`config.mk`:
```
export PLATFORM = sky130hd
export DESIGN_NAME = landing_approach_controller
export DESIGN_NICKNAME = d
export VERILOG_FILES = /design/src/lac_pkg.sv /design/src/lac_speed_path.sv /design/src/landing_approach_controller.sv
export SDC_FILE = /design/constraint.sdc
export NUM_CORES = 2
export LEC_CHECK = 0
export ABC_AREA = 1
export BUFFER_PORTS_ARGS = -buffer_cell sky130_fd_sc_hd__buf_2
export CAP_MARGIN = 20
export CORE_ASPECT_RATIO = 1.4
export CORE_MARGIN = 2
export CORE_UTILIZATION = 30
export DETAILED_ROUTE_END_ITERATION = 6
export GPL_TIMING_DRIVEN = 0
export PLACE_DENSITY_LB_ADDON = 0.15
export SYNTH_ARGS = -nofsm -noshare
export SYNTH_HDL_FRONTEND = slang
export SYNTH_SLANG_ARGS = --single-unit
```
`constraint.sdc`:
```
create_clock -name clk -period 29 [get_ports clk]
set_clock_uncertainty 0.1 [all_clocks]
set_input_delay 8.7 -clock clk [delete_from_list [all_inputs] [get_ports clk]]
set_output_delay 8.7 -clock clk [all_outputs]
set_load 0.02 [all_outputs]
```
`src/lac_pkg.sv`:
```
package lac_pkg;

    localparam int CFG_ADDR_W = 3;
    localparam int CFG_DATA_W = 12;
    localparam int OFF_W      = 13;
    localparam int HGT_W      = 12;
    localparam int LOG_W      = 13;
    localparam int TOL_W      = 10;
    localparam int CNT_W      = 4;
    localparam int SPD_W      = 12;
    localparam int TGT_W      = 15;
    localparam int MAG_W      = 11;
    localparam int LIMS_W     = 24;

    // register indexes on the configuration port
    typedef enum logic [CFG_ADDR_W-1:0] {
        REG_LOW_BAND   = 3'd0,
        REG_HIGH_BAND  = 3'd1,
        REG_TOL_LOW    = 3'd2,
        REG_TOL_MID    = 3'd3,
        REG_TOL_HIGH   = 3'd4,
        REG_CONFIRM    = 3'd5,
        REG_STEP       = 3'd6,
        REG_SPEED_LIM  = 3'd7
    } cfg_index_t;

    localparam logic [HGT_W-1:0] RST_LOW_BAND  = 12'd600;
    localparam logic [HGT_W-1:0] RST_HIGH_BAND = 12'd1000;
    localparam logic [TOL_W-1:0] RST_TOL_LOW   = 10'd60;
    localparam logic [TOL_W-1:0] RST_TOL_MID   = 10'd100;
    localparam logic [TOL_W-1:0] RST_TOL_HIGH  = 10'd200;
    localparam logic [CNT_W-1:0] RST_CONFIRM   = 4'd3;
    localparam logic [TOL_W-1:0] RST_STEP      = 10'd200;
    localparam logic [TOL_W-1:0] RST_SPEED_LIM = 10'd100;

    // (limit + 1) * 10000: first value of 3*h*|off| that saturates
    localparam logic [LIMS_W-1:0] RST_LIM_SCALED = 24'd1010000;
    localparam logic [13:0]       SCALE_DIV      = 14'd10000;

    // floor(y / 625) = (y * RECIP_625) >> 30 for y below 2^20
    localparam logic [20:0] RECIP_625 = 21'd1717987;
    // floor(x / 10) = (x * RECIP_10) >> 19 for x below 2^18
    localparam logic [15:0] RECIP_10  = 16'd52429;

    typedef struct packed {
        logic                    low;
        logic                    land;
        logic signed [TGT_W-1:0] tgt;
        logic [CNT_W-1:0]        count;
    } lac_ctrl_t;

endpackage

```
`src/lac_speed_path.sv`:
```
module lac_speed_path (
    input  logic                                 clk,
    input  logic                                 adv,
    input  logic [lac_pkg::HGT_W-1:0]            height,
    input  logic signed [lac_pkg::OFF_W-1:0]     offset,
    input  logic [lac_pkg::TOL_W-1:0]            limit,
    input  logic [lac_pkg::LIMS_W-1:0]           limit_scaled,
    output logic [lac_pkg::MAG_W-1:0]            mag,
    output logic [lac_pkg::MAG_W-1:0]            mag_low,
    output logic                                 neg
);

    logic [lac_pkg::OFF_W-1:0]  off_abs;
    logic [24:0]                prod_next;
    logic [24:0]                prod_reg;
    logic                       neg2_reg;
    logic [26:0]                x3;
    logic [40:0]                recip_prod;
    logic [lac_pkg::TOL_W-1:0]  base_next;
    logic [lac_pkg::TOL_W-1:0]  base_reg;
    logic                       neg3_reg;
    logic [13:0]                x11;
    logic [29:0]                w_prod;
    logic [lac_pkg::MAG_W-1:0]  w_next;
    logic [lac_pkg::MAG_W-1:0]  w_reg;
    logic                       neg4_reg;
    logic [13:0]                x12;
    logic [29:0]                u_prod;

    // magnitude path; truncation toward zero is applied to |value| and sign put back later
    assign off_abs   = offset[lac_pkg::OFF_W-1] ? lac_pkg::OFF_W'(-offset)
                                                 : lac_pkg::OFF_W'(offset);
    assign prod_next = 25'(height) * 25'(off_abs);

    assign x3         = {1'b0, prod_reg, 1'b0} + {2'b00, prod_reg};
    // divide by 10000 as a shift by 4 then a reciprocal multiply by 1/625
    assign recip_prod = 41'(x3[23:4]) * 41'(lac_pkg::RECIP_625);
    assign base_next  = (x3 >= 27'(limit_scaled)) ? limit : recip_prod[39:30];

    assign x11    = 14'(base_reg) * 14'd11;
    assign w_prod = 30'(x11) * 30'(lac_pkg::RECIP_10);
    assign w_next = w_prod[29:19];

    assign x12    = 14'(w_reg) * 14'd12;
    assign u_prod = 30'(x12) * 30'(lac_pkg::RECIP_10);

    always_ff @(posedge clk)
    begin
        if (adv)
        begin
            prod_reg <= prod_next;
            neg2_reg <= offset[lac_pkg::OFF_W-1];
            base_reg <= base_next;
            neg3_reg <= neg2_reg;
            w_reg    <= w_next;
            neg4_reg <= neg3_reg;
        end
    end

    assign mag     = w_reg;
    assign mag_low = u_prod[29:19];
    assign neg     = neg4_reg;

endmodule

```
`src/landing_approach_controller.sv`:
```
// Landing approach controller. Each transaction on the input channel carries the target offset,
// the measured height and the logged height of one control tick, and gives one result transaction.
// A new tick is taken every cycle unless the output is held; the velocity path is a pipeline
// (input registers, offset times height, scale by 3/10000 and clamp, scale by 11/10 and, in the
// low band, by 12/10 into the output register), while the band decision, height target and
// confirmation counter are settled in the first stage so consecutive ticks see the counter in
// order. When the output is held the whole pipeline holds. Configuration registers are written
// over their own channel, which is always ready; writes belong to times when no tick is in flight.
module landing_approach_controller (
    input  logic                                 clk,
    input  logic                                 rst_n,
    input  logic                                 cfg_valid,
    output logic                                 cfg_ready,
    input  logic [lac_pkg::CFG_ADDR_W-1:0]       cfg_addr,
    input  logic [lac_pkg::CFG_DATA_W-1:0]       cfg_data,
    input  logic                                 in_valid,
    output logic                                 in_ready,
    input  logic signed [lac_pkg::OFF_W-1:0]     offset_x_mm,
    input  logic signed [lac_pkg::OFF_W-1:0]     offset_y_mm,
    input  logic [lac_pkg::HGT_W-1:0]            height_mm,
    input  logic [lac_pkg::LOG_W-1:0]            log_height_mm,
    output logic                                 out_valid,
    input  logic                                 out_ready,
    output logic signed [lac_pkg::SPD_W-1:0]     speed_fwd,
    output logic signed [lac_pkg::SPD_W-1:0]     speed_right,
    output logic signed [lac_pkg::TGT_W-1:0]     target_height_mm,
    output logic                                 land_now,
    output logic [lac_pkg::CNT_W-1:0]            confirm_level
);

    logic [lac_pkg::HGT_W-1:0]   low_band_reg;
    logic [lac_pkg::HGT_W-1:0]   high_band_reg;
    logic [lac_pkg::TOL_W-1:0]   tol_low_reg;
    logic [lac_pkg::TOL_W-1:0]   tol_mid_reg;
    logic [lac_pkg::TOL_W-1:0]   tol_high_reg;
    logic [lac_pkg::CNT_W-1:0]   confirm_reg;
    logic [lac_pkg::TOL_W-1:0]   step_reg;
    logic [lac_pkg::TOL_W-1:0]   limit_reg;
    logic [lac_pkg::LIMS_W-1:0]  lim_scaled_reg;
    logic [lac_pkg::LIMS_W-1:0]  lim_scaled_next;

    logic                        adv;
    logic                        v1_reg, v2_reg, v3_reg, v4_reg;
    logic                        out_valid_reg;
    logic [lac_pkg::CNT_W-1:0]   count_reg;

    logic signed [lac_pkg::OFF_W-1:0] ox_reg;
    logic signed [lac_pkg::OFF_W-1:0] oy_reg;
    logic [lac_pkg::HGT_W-1:0]   h_reg;
    logic [lac_pkg::LOG_W-1:0]   lh_reg;

    lac_pkg::lac_ctrl_t          ctrl_next;
    lac_pkg::lac_ctrl_t          ctrl2_reg, ctrl3_reg, ctrl4_reg;

    logic [lac_pkg::MAG_W-1:0]   mag_x, mag_x_low, mag_y, mag_y_low;
    logic                        neg_x, neg_y;

    logic signed [lac_pkg::SPD_W-1:0] spd_x_next, spd_y_next;
    logic signed [lac_pkg::SPD_W-1:0] spd_x_reg, spd_y_reg;
    logic signed [lac_pkg::TGT_W-1:0] tgt_reg;
    logic                        land_reg;
    logic [lac_pkg::CNT_W-1:0]   level_reg;

    assign cfg_ready       = 1'b1;
    assign lim_scaled_next = lac_pkg::LIMS_W'((lac_pkg::LIMS_W'(cfg_data[lac_pkg::TOL_W-1:0]) + 1'b1)
                             * lac_pkg::LIMS_W'(lac_pkg::SCALE_DIV));

    always_ff @(posedge clk or negedge rst_n)
    begin
        if (!rst_n)
        begin
            low_band_reg   <= lac_pkg::RST_LOW_BAND;
            high_band_reg  <= lac_pkg::RST_HIGH_BAND;
            tol_low_reg    <= lac_pkg::RST_TOL_LOW;
            tol_mid_reg    <= lac_pkg::RST_TOL_MID;
            tol_high_reg   <= lac_pkg::RST_TOL_HIGH;
            confirm_reg    <= lac_pkg::RST_CONFIRM;
            step_reg       <= lac_pkg::RST_STEP;
            limit_reg      <= lac_pkg::RST_SPEED_LIM;
            lim_scaled_reg <= lac_pkg::RST_LIM_SCALED;
        end
        else if (cfg_valid)
        begin
            unique case (lac_pkg::cfg_index_t'(cfg_addr))
                lac_pkg::REG_LOW_BAND:  low_band_reg  <= cfg_data;
                lac_pkg::REG_HIGH_BAND: high_band_reg <= cfg_data;
                lac_pkg::REG_TOL_LOW:   tol_low_reg   <= cfg_data[lac_pkg::TOL_W-1:0];
                lac_pkg::REG_TOL_MID:   tol_mid_reg   <= cfg_data[lac_pkg::TOL_W-1:0];
                lac_pkg::REG_TOL_HIGH:  tol_high_reg  <= cfg_data[lac_pkg::TOL_W-1:0];
                lac_pkg::REG_CONFIRM:   confirm_reg   <= cfg_data[lac_pkg::CNT_W-1:0];
                lac_pkg::REG_STEP:      step_reg      <= cfg_data[lac_pkg::TOL_W-1:0];
                lac_pkg::REG_SPEED_LIM:
                begin
                    limit_reg      <= cfg_data[lac_pkg::TOL_W-1:0];
                    lim_scaled_reg <= lim_scaled_next;
                end
                default: ;
            endcase
        end
    end

    // whole pipeline moves together whenever the output register can take a result
    assign adv      = !out_valid_reg || out_ready;
    assign in_ready = adv;

    always_ff @(posedge clk or negedge rst_n)
    begin
        if (!rst_n)
        begin
            v1_reg        <= 1'b0;
            v2_reg        <= 1'b0;
            v3_reg        <= 1'b0;
            v4_reg        <= 1'b0;
            out_valid_reg <= 1'b0;
            count_reg     <= '0;
        end
        else if (adv)
        begin
            v1_reg        <= in_valid;
            v2_reg        <= v1_reg;
            v3_reg        <= v2_reg;
            v4_reg        <= v3_reg;
            out_valid_reg <= v4_reg;
            if (v1_reg)
                count_reg <= ctrl_next.count;
        end
    end

    always_ff @(posedge clk)
    begin
        if (adv)
        begin
            ox_reg    <= offset_x_mm;
            oy_reg    <= offset_y_mm;
            h_reg     <= height_mm;
            lh_reg    <= log_height_mm;
            ctrl2_reg <= ctrl_next;
            ctrl3_reg <= ctrl2_reg;
            ctrl4_reg <= ctrl3_reg;
            spd_x_reg <= spd_x_next;
            spd_y_reg <= spd_y_next;
            tgt_reg   <= ctrl4_reg.tgt;
            land_reg  <= ctrl4_reg.land;
            level_reg <= ctrl4_reg.count;
        end
    end

    // band decision and counter
    always_comb
    begin
        logic [lac_pkg::OFF_W-1:0]        ax;
        logic [lac_pkg::OFF_W-1:0]        ay;
        logic [lac_pkg::TOL_W-1:0]        tol;
        logic                             centred;
        logic [lac_pkg::CNT_W-1:0]        inc;
        logic signed [lac_pkg::TGT_W-1:0] lh_ext;
        logic signed [lac_pkg::TGT_W-1:0] step_ext;

        ax       = ox_reg[lac_pkg::OFF_W-1] ? lac_pkg::OFF_W'(-ox_reg) : lac_pkg::OFF_W'(ox_reg);
        ay       = oy_reg[lac_pkg::OFF_W-1] ? lac_pkg::OFF_W'(-oy_reg) : lac_pkg::OFF_W'(oy_reg);
        lh_ext   = lac_pkg::TGT_W'(lh_reg);
        step_ext = lac_pkg::TGT_W'(step_reg);
        inc      = count_reg + 1'b1;

        ctrl_next.low   = h_reg < low_band_reg;
        ctrl_next.land  = 1'b0;
        ctrl_next.tgt   = lh_ext;
        ctrl_next.count = '0;

        if (ctrl_next.low)
            tol = tol_low_reg;
        else if (h_reg < high_band_reg)
            tol = tol_mid_reg;
        else
            tol = tol_high_reg;

        centred = (ax < lac_pkg::OFF_W'(tol)) && (ay < lac_pkg::OFF_W'(tol));

        if (ctrl_next.low)
        begin
            if (centred)
            begin
                if (inc >= confirm_reg)
                    ctrl_next.land = 1'b1;
                else
                    ctrl_next.count = inc;
            end
            else
                ctrl_next.tgt = lac_pkg::TGT_W'(lh_ext + step_ext);
        end
        else if (centred)
            ctrl_next.tgt = lac_pkg::TGT_W'(lh_ext - step_ext);
    end

    lac_speed_path u_speed_x (
        .clk          (clk),
        .adv          (adv),
        .height       (h_reg),
        .offset       (ox_reg),
        .limit        (limit_reg),
        .limit_scaled (lim_scaled_reg),
        .mag          (mag_x),
        .mag_low      (mag_x_low),
        .neg          (neg_x)
    );

    lac_speed_path u_speed_y (
        .clk          (clk),
        .adv          (adv),
        .height       (h_reg),
        .offset       (oy_reg),
        .limit        (limit_reg),
        .limit_scaled (lim_scaled_reg),
        .mag          (mag_y),
        .mag_low      (mag_y_low),
        .neg          (neg_y)
    );

    always_comb
    begin
        logic [lac_pkg::MAG_W-1:0] mx;
        logic [lac_pkg::MAG_W-1:0] my;

        mx = ctrl4_reg.land ? '0 : (ctrl4_reg.low ? mag_x_low : mag_x);
        my = ctrl4_reg.land ? '0 : (ctrl4_reg.low ? mag_y_low : mag_y);
        spd_x_next = neg_x ? -$signed({1'b0, mx}) : $signed({1'b0, mx});
        spd_y_next = neg_y ? -$signed({1'b0, my}) : $signed({1'b0, my});
    end

    assign out_valid        = out_valid_reg;
    assign speed_fwd        = spd_x_reg;
    assign speed_right      = spd_y_reg;
    assign target_height_mm = tgt_reg;
    assign land_now         = land_reg;
    assign confirm_level    = level_reg;

    a_land_clears : assert property (@(posedge clk) disable iff (!rst_n)
        out_valid_reg && land_reg |->
            level_reg == '0 && spd_x_reg == '0 && spd_y_reg == '0)
        else $error("land result with nonzero speed or counter");

    a_count_hold : assert property (@(posedge clk) disable iff (!rst_n)
        !(adv && v1_reg) |=> $stable(count_reg))
        else $error("counter moved without a tick leaving the first stage");

    a_count_target : assert property (@(posedge clk) disable iff (!rst_n)
        out_valid_reg && level_reg != '0 |-> !land_reg && !tgt_reg[lac_pkg::TGT_W-1])
        else $error("counting tick with land or negative target");

endmodule

```
-- Word-level counts from Yosys, hierarchy flattened
Cells that the tools add are included.
- register bits: 363
- word-level logic and storage cells: 120
- reduce and logical (&&, ||, !) cells: 14
- $lt $le $gt $ge: 7
- mux-type cells: 19
- multiply operators: 13
- equality and inequality tests: 7
- add/sub/neg operators: 10
- operators with widths (kind ; number):
    multiplier 20 x 21 -> 40 bit (second input constant) ; 2
    2-to-1 mux 11 bit ; 6
    multiplier 14 x 16 -> 30 bit (second input constant) ; 2
    multiplier 12 x 16 -> 28 bit (second input constant) ; 2
    adder 26 x 25 -> 27 bit ; 2
    greater-or-equal comparator 27 x 24 -> 1 bit ; 2
    multiplier 12 x 13 -> 25 bit ; 2
    2-to-1 mux 10 bit ; 4
    2-to-1 mux 15 bit ; 2
    multiplier 10 x 4 -> 14 bit (second input constant) ; 2
    < comparator 13 x 10 -> 1 bit ; 2
    2-to-1 mux 13 bit ; 2
    negator 13 bit ; 2
    < comparator 12 bit ; 2
    multiplier 11 x 2 -> 12 bit (second input constant) ; 2
    negator 11 -> 12 bit ; 2
    multiplier 11 x 10 -> 20 bit (second input constant) ; 1
    AND reduction 2 bit ; 10
    adder 13 x 10 -> 14 bit ; 1
    2-to-1 mux 14 bit ; 1
    subtractor 13 x 10 -> 14 bit ; 1
    equality test 3 bit (second input constant) ; 4
    2-to-1 mux 4 bit ; 3
    adder 10 x 1 -> 11 bit (second input constant) ; 1
    other kinds (9) ; 10

-- Logic depth before layout (Yosys ltp)
- depth after elaboration: 7
- depth in mapped cells: 39
- mapped depth without buffers: 39

-- By module
From an unflattened synthesis, not the netlist that was laid out.
- cell total of the unflattened synthesis: 7398
- area, all modules: 63265.7 um^2
- by module, submodules not included (module ; cells an instance ; instances ; sequential area each (um^2) ; area each (um^2)):
    lac_speed_path at u_speed_x ; 2921 ; 1 ; 1471.4 ; 24240.7
    lac_speed_path at u_speed_y ; 2910 ; 1 ; 1471.4 ; 24135.6
    landing_approach_controller ; 1567 ; 1 ; 7469.7 ; 14889.3

-- Worst setup path before layout
No wires, ideal clock.
- kind: input-to-output
- start point: input port out_ready
- end point: output port in_ready
- setup slack: 6.300 ns
- data required time: 20.200 ns
- cell stages on the path: 2
- arrival time: 13.900 ns
- path through: nor2_1 -> inv_1
- cells in the longest elaborated chain, start to end: 1
- ends and longest elaborated chain (item ; line ; RTL):
    start: declaration ; landing_approach_controller.sv:23 ; input logic out_ready,
    logical OR 1 bit ; landing_approach_controller.sv:103 ; assign adv = !out_valid_reg || out_ready;
    end: declaration ; landing_approach_controller.sv:17 ; output logic in_ready,
Every way passes these cells.

-- Worst setup path after layout
Ends and elaborated chain as after synthesis.

==> impl_metrics.ini <==
[outcome]
status = completed

[clock_network]
clk_latency_ns = 0.67
post-cts-setup-buffer-count = 0
cts_made_buffers = 50
ctsResizeCount = 0
cts.htree.levels = 2
cts_buffer_depth = 3
path_clk_slew_ns = 0.06
cts_sinks = 363
root_buffer = clkbuf_16
cts_tree = built
hold_buffers = 0

[yosys]
synthFlopType = edfxtp_1
ys_ff_latch = 363
synth_nets = 9378
yosys_warnings = 0
ys_async_sr_fraction_pct = 29.5
ys_seq_area_share_pct = 16.6
syn_area_sq_um = 62800
syn_inst = 7404
synth_edf_count = 256
synth.avg_cell_area_sq_um = 8.48
ys_types = 60

[sta]
worst_pin_slew_ns = 1.09
slew_headroom_pct = 27.0
final_hold_viol_count = 0
fin_crit_sh_pct = 64.0
fin_setup_tns_ns = 0
setup_violations = 0
min_period_ns = 18.55
rsz0062_at_grt = no
fmax_mhz = 53.9
slew_violations = 0

[global_route]
antenna_found_initial = 6
grt_first_pass_wirelength_microns = 287000
grt-busiest-layer = met2
grt_pass1_vias = 51500
grt_use_total_pct = 17.3
grtUsageMet1_pct = 18.6
grt_max_degree = 132
met3_usage_pct = 1.33
use_met2_pct = 34.2
grt_overflow_total = 0

[floorplan]
fp-row-count = 198
fp.coreArea_sq_um = 208000
die_area_sq_um = 213000
start_util_pct = 30.2
fp.dieW_microns = 391
die_y_microns = 545
io_pins = 118

[final_layout]
final_cells = 10300
area_delta_synth_final_pct = 9.45
layout-drive-gt1-share_pct = 4.21
layout_commonest_cell = inv_1
final_cell_mix = inv_1, nand2_1, ha_1
fin_nets = 9563

[placement]
place_congestion = 0.887
dp_cells = 10200
port_buffers = 116
dp_hpwl_microns = 161000

[critical_path]
start_kind = input pin
worst_r2r_startpoint = u_speed_x.prod_reg[2]
cp.required_ns = 20.20
end_kind = output pin
crit_fanout = 52
critical_path_class = input pin to output pin
worst_ep_arrival_time_ns = 9.75
critPathLaunch = out_ready

[detailed_routing]
drtIter0Drc = 1777
vias = 47900
drt_wl_total_microns = 183000
dr.pass1.iters = 7
remaining_drc_errors = 0
wl_per_cell_microns = 17.7
ant_nets = 0
routed_via_density = 4.64

[job]
maxCapViolations = 0

[min_path]
holdCritPathClass = register to register
hold_start = ctrl4_reg[15]
[cell usage after synthesis (15+ instances only)]
cell type	n	area, sq um
xor2_1	167	1460
nand4_1	103	644
nand3b_1	18	135
inv_2	17	63.8
o21bai_1	32	240
a21oi_1	371	1860
ha_1	1146	14300
nor2_1	436	1640
o21ai_0	319	1600
or2_2	15	93.8
a21o_1	35	263
dfstp_2	38	998
xnor2_1	63	552
nand2_1	1260	4730
edfxtp_1	256	7690
nor4_1	26	163
dfrtp_1	69	1730
clkbuf_1	77	289
a31oi_1	26	163
nor3_1	61	305
fa_1	757	15200
o21ai_1	19	95.1
nand3_1	220	1100
inv_1	1748	6560
[area by class of cell]
class | count | area (sq um)
fillers | 22100 | 139000
well taps | 2700 | 3380
flip-flops and latches | 363 | 10400
diodes | 3 | 7.51
clock inverters | 31 | 425
multi-input cells | 5182 | 45400
clock buffers | 61 | 1310
inverters | 1770 | 6650
repair buffers | 133 | 790
plain buffers | 89 | 360
[critical path: stages]
cell and delay [ns]:
buf_2 0.09, nor2_1 0.42, inv_8 0.27, buf_2 0.25
[worst paths after layout]
| kind | to | slack [ns] | cells after the start |
|---|---|---|---|
| max in group asynchronous | limit_reg[2] | 20.19 | 2 |
| setup reg to reg | u_speed_x.base_reg[6] | 19.81 | 30 |
| min in group asynchronous | step_reg[5] | 7.79 | 1 |
| setup / recovery | in_ready | 10.45 | 4 |
| hold reg to reg | target_height_mm[11] | 0.32 | 0 |
| hold / removal | target_height_mm[11] | 0.32 | 0 |
[cells by family (layout without fill, tap and decap cells)]
| logic type | count (synthesis) | count (layout) | synth area share, % |
|---|---|---|---|
| AO/OA/AOI/OAI | 876 | 876 | 7.64 |
| XOR/XNOR | 230 | 230 | 3.21 |
| adder cells (fa/ha/maj) | 1903 | 1903 | 47.0 |
| buffers and inverters | 1859 | 2084 | 11.2 |
| flip-flops | 363 | 363 | 16.6 |
| other | 1 | 4 | 0.00597 |
| AND/OR/NAND/NOR | 2172 | 2172 | 14.5 |
[per-stage QoR]
stage / worst slack, ns / hold slack (ns) / instance area (sq um) / util, %
after global placement: 2.68 / 0.307 / 66800 / 32.1
final: 10.45 / 0.317 / 68700 / 33.0
after floorplan: 6.30 / 0.300 / 62800 / -
after detailed placement: 10.43 / 0.305 / 67000 / 32.2
after global routing: 10.35 / 0.323 / 68700 / 33.0
after CTS: 10.43 / 0.318 / 68700 / 33.0
[per-layer routing]
| metal | share of wire (%) | vias to the layer above |
|---|---|---|
| met5 | 0.015 | - |
| met4 | 4.4 | 4 |
| met3 | 2.1 | 290 |
| met2 | 55 | 683 |
| met1 | 39 | 23100 |
| li1 | - | 23800 |
Power is left out: the tool's default activity adds up to more than one toggle a clock period on the data nets, which glitch-free logic cannot reach.
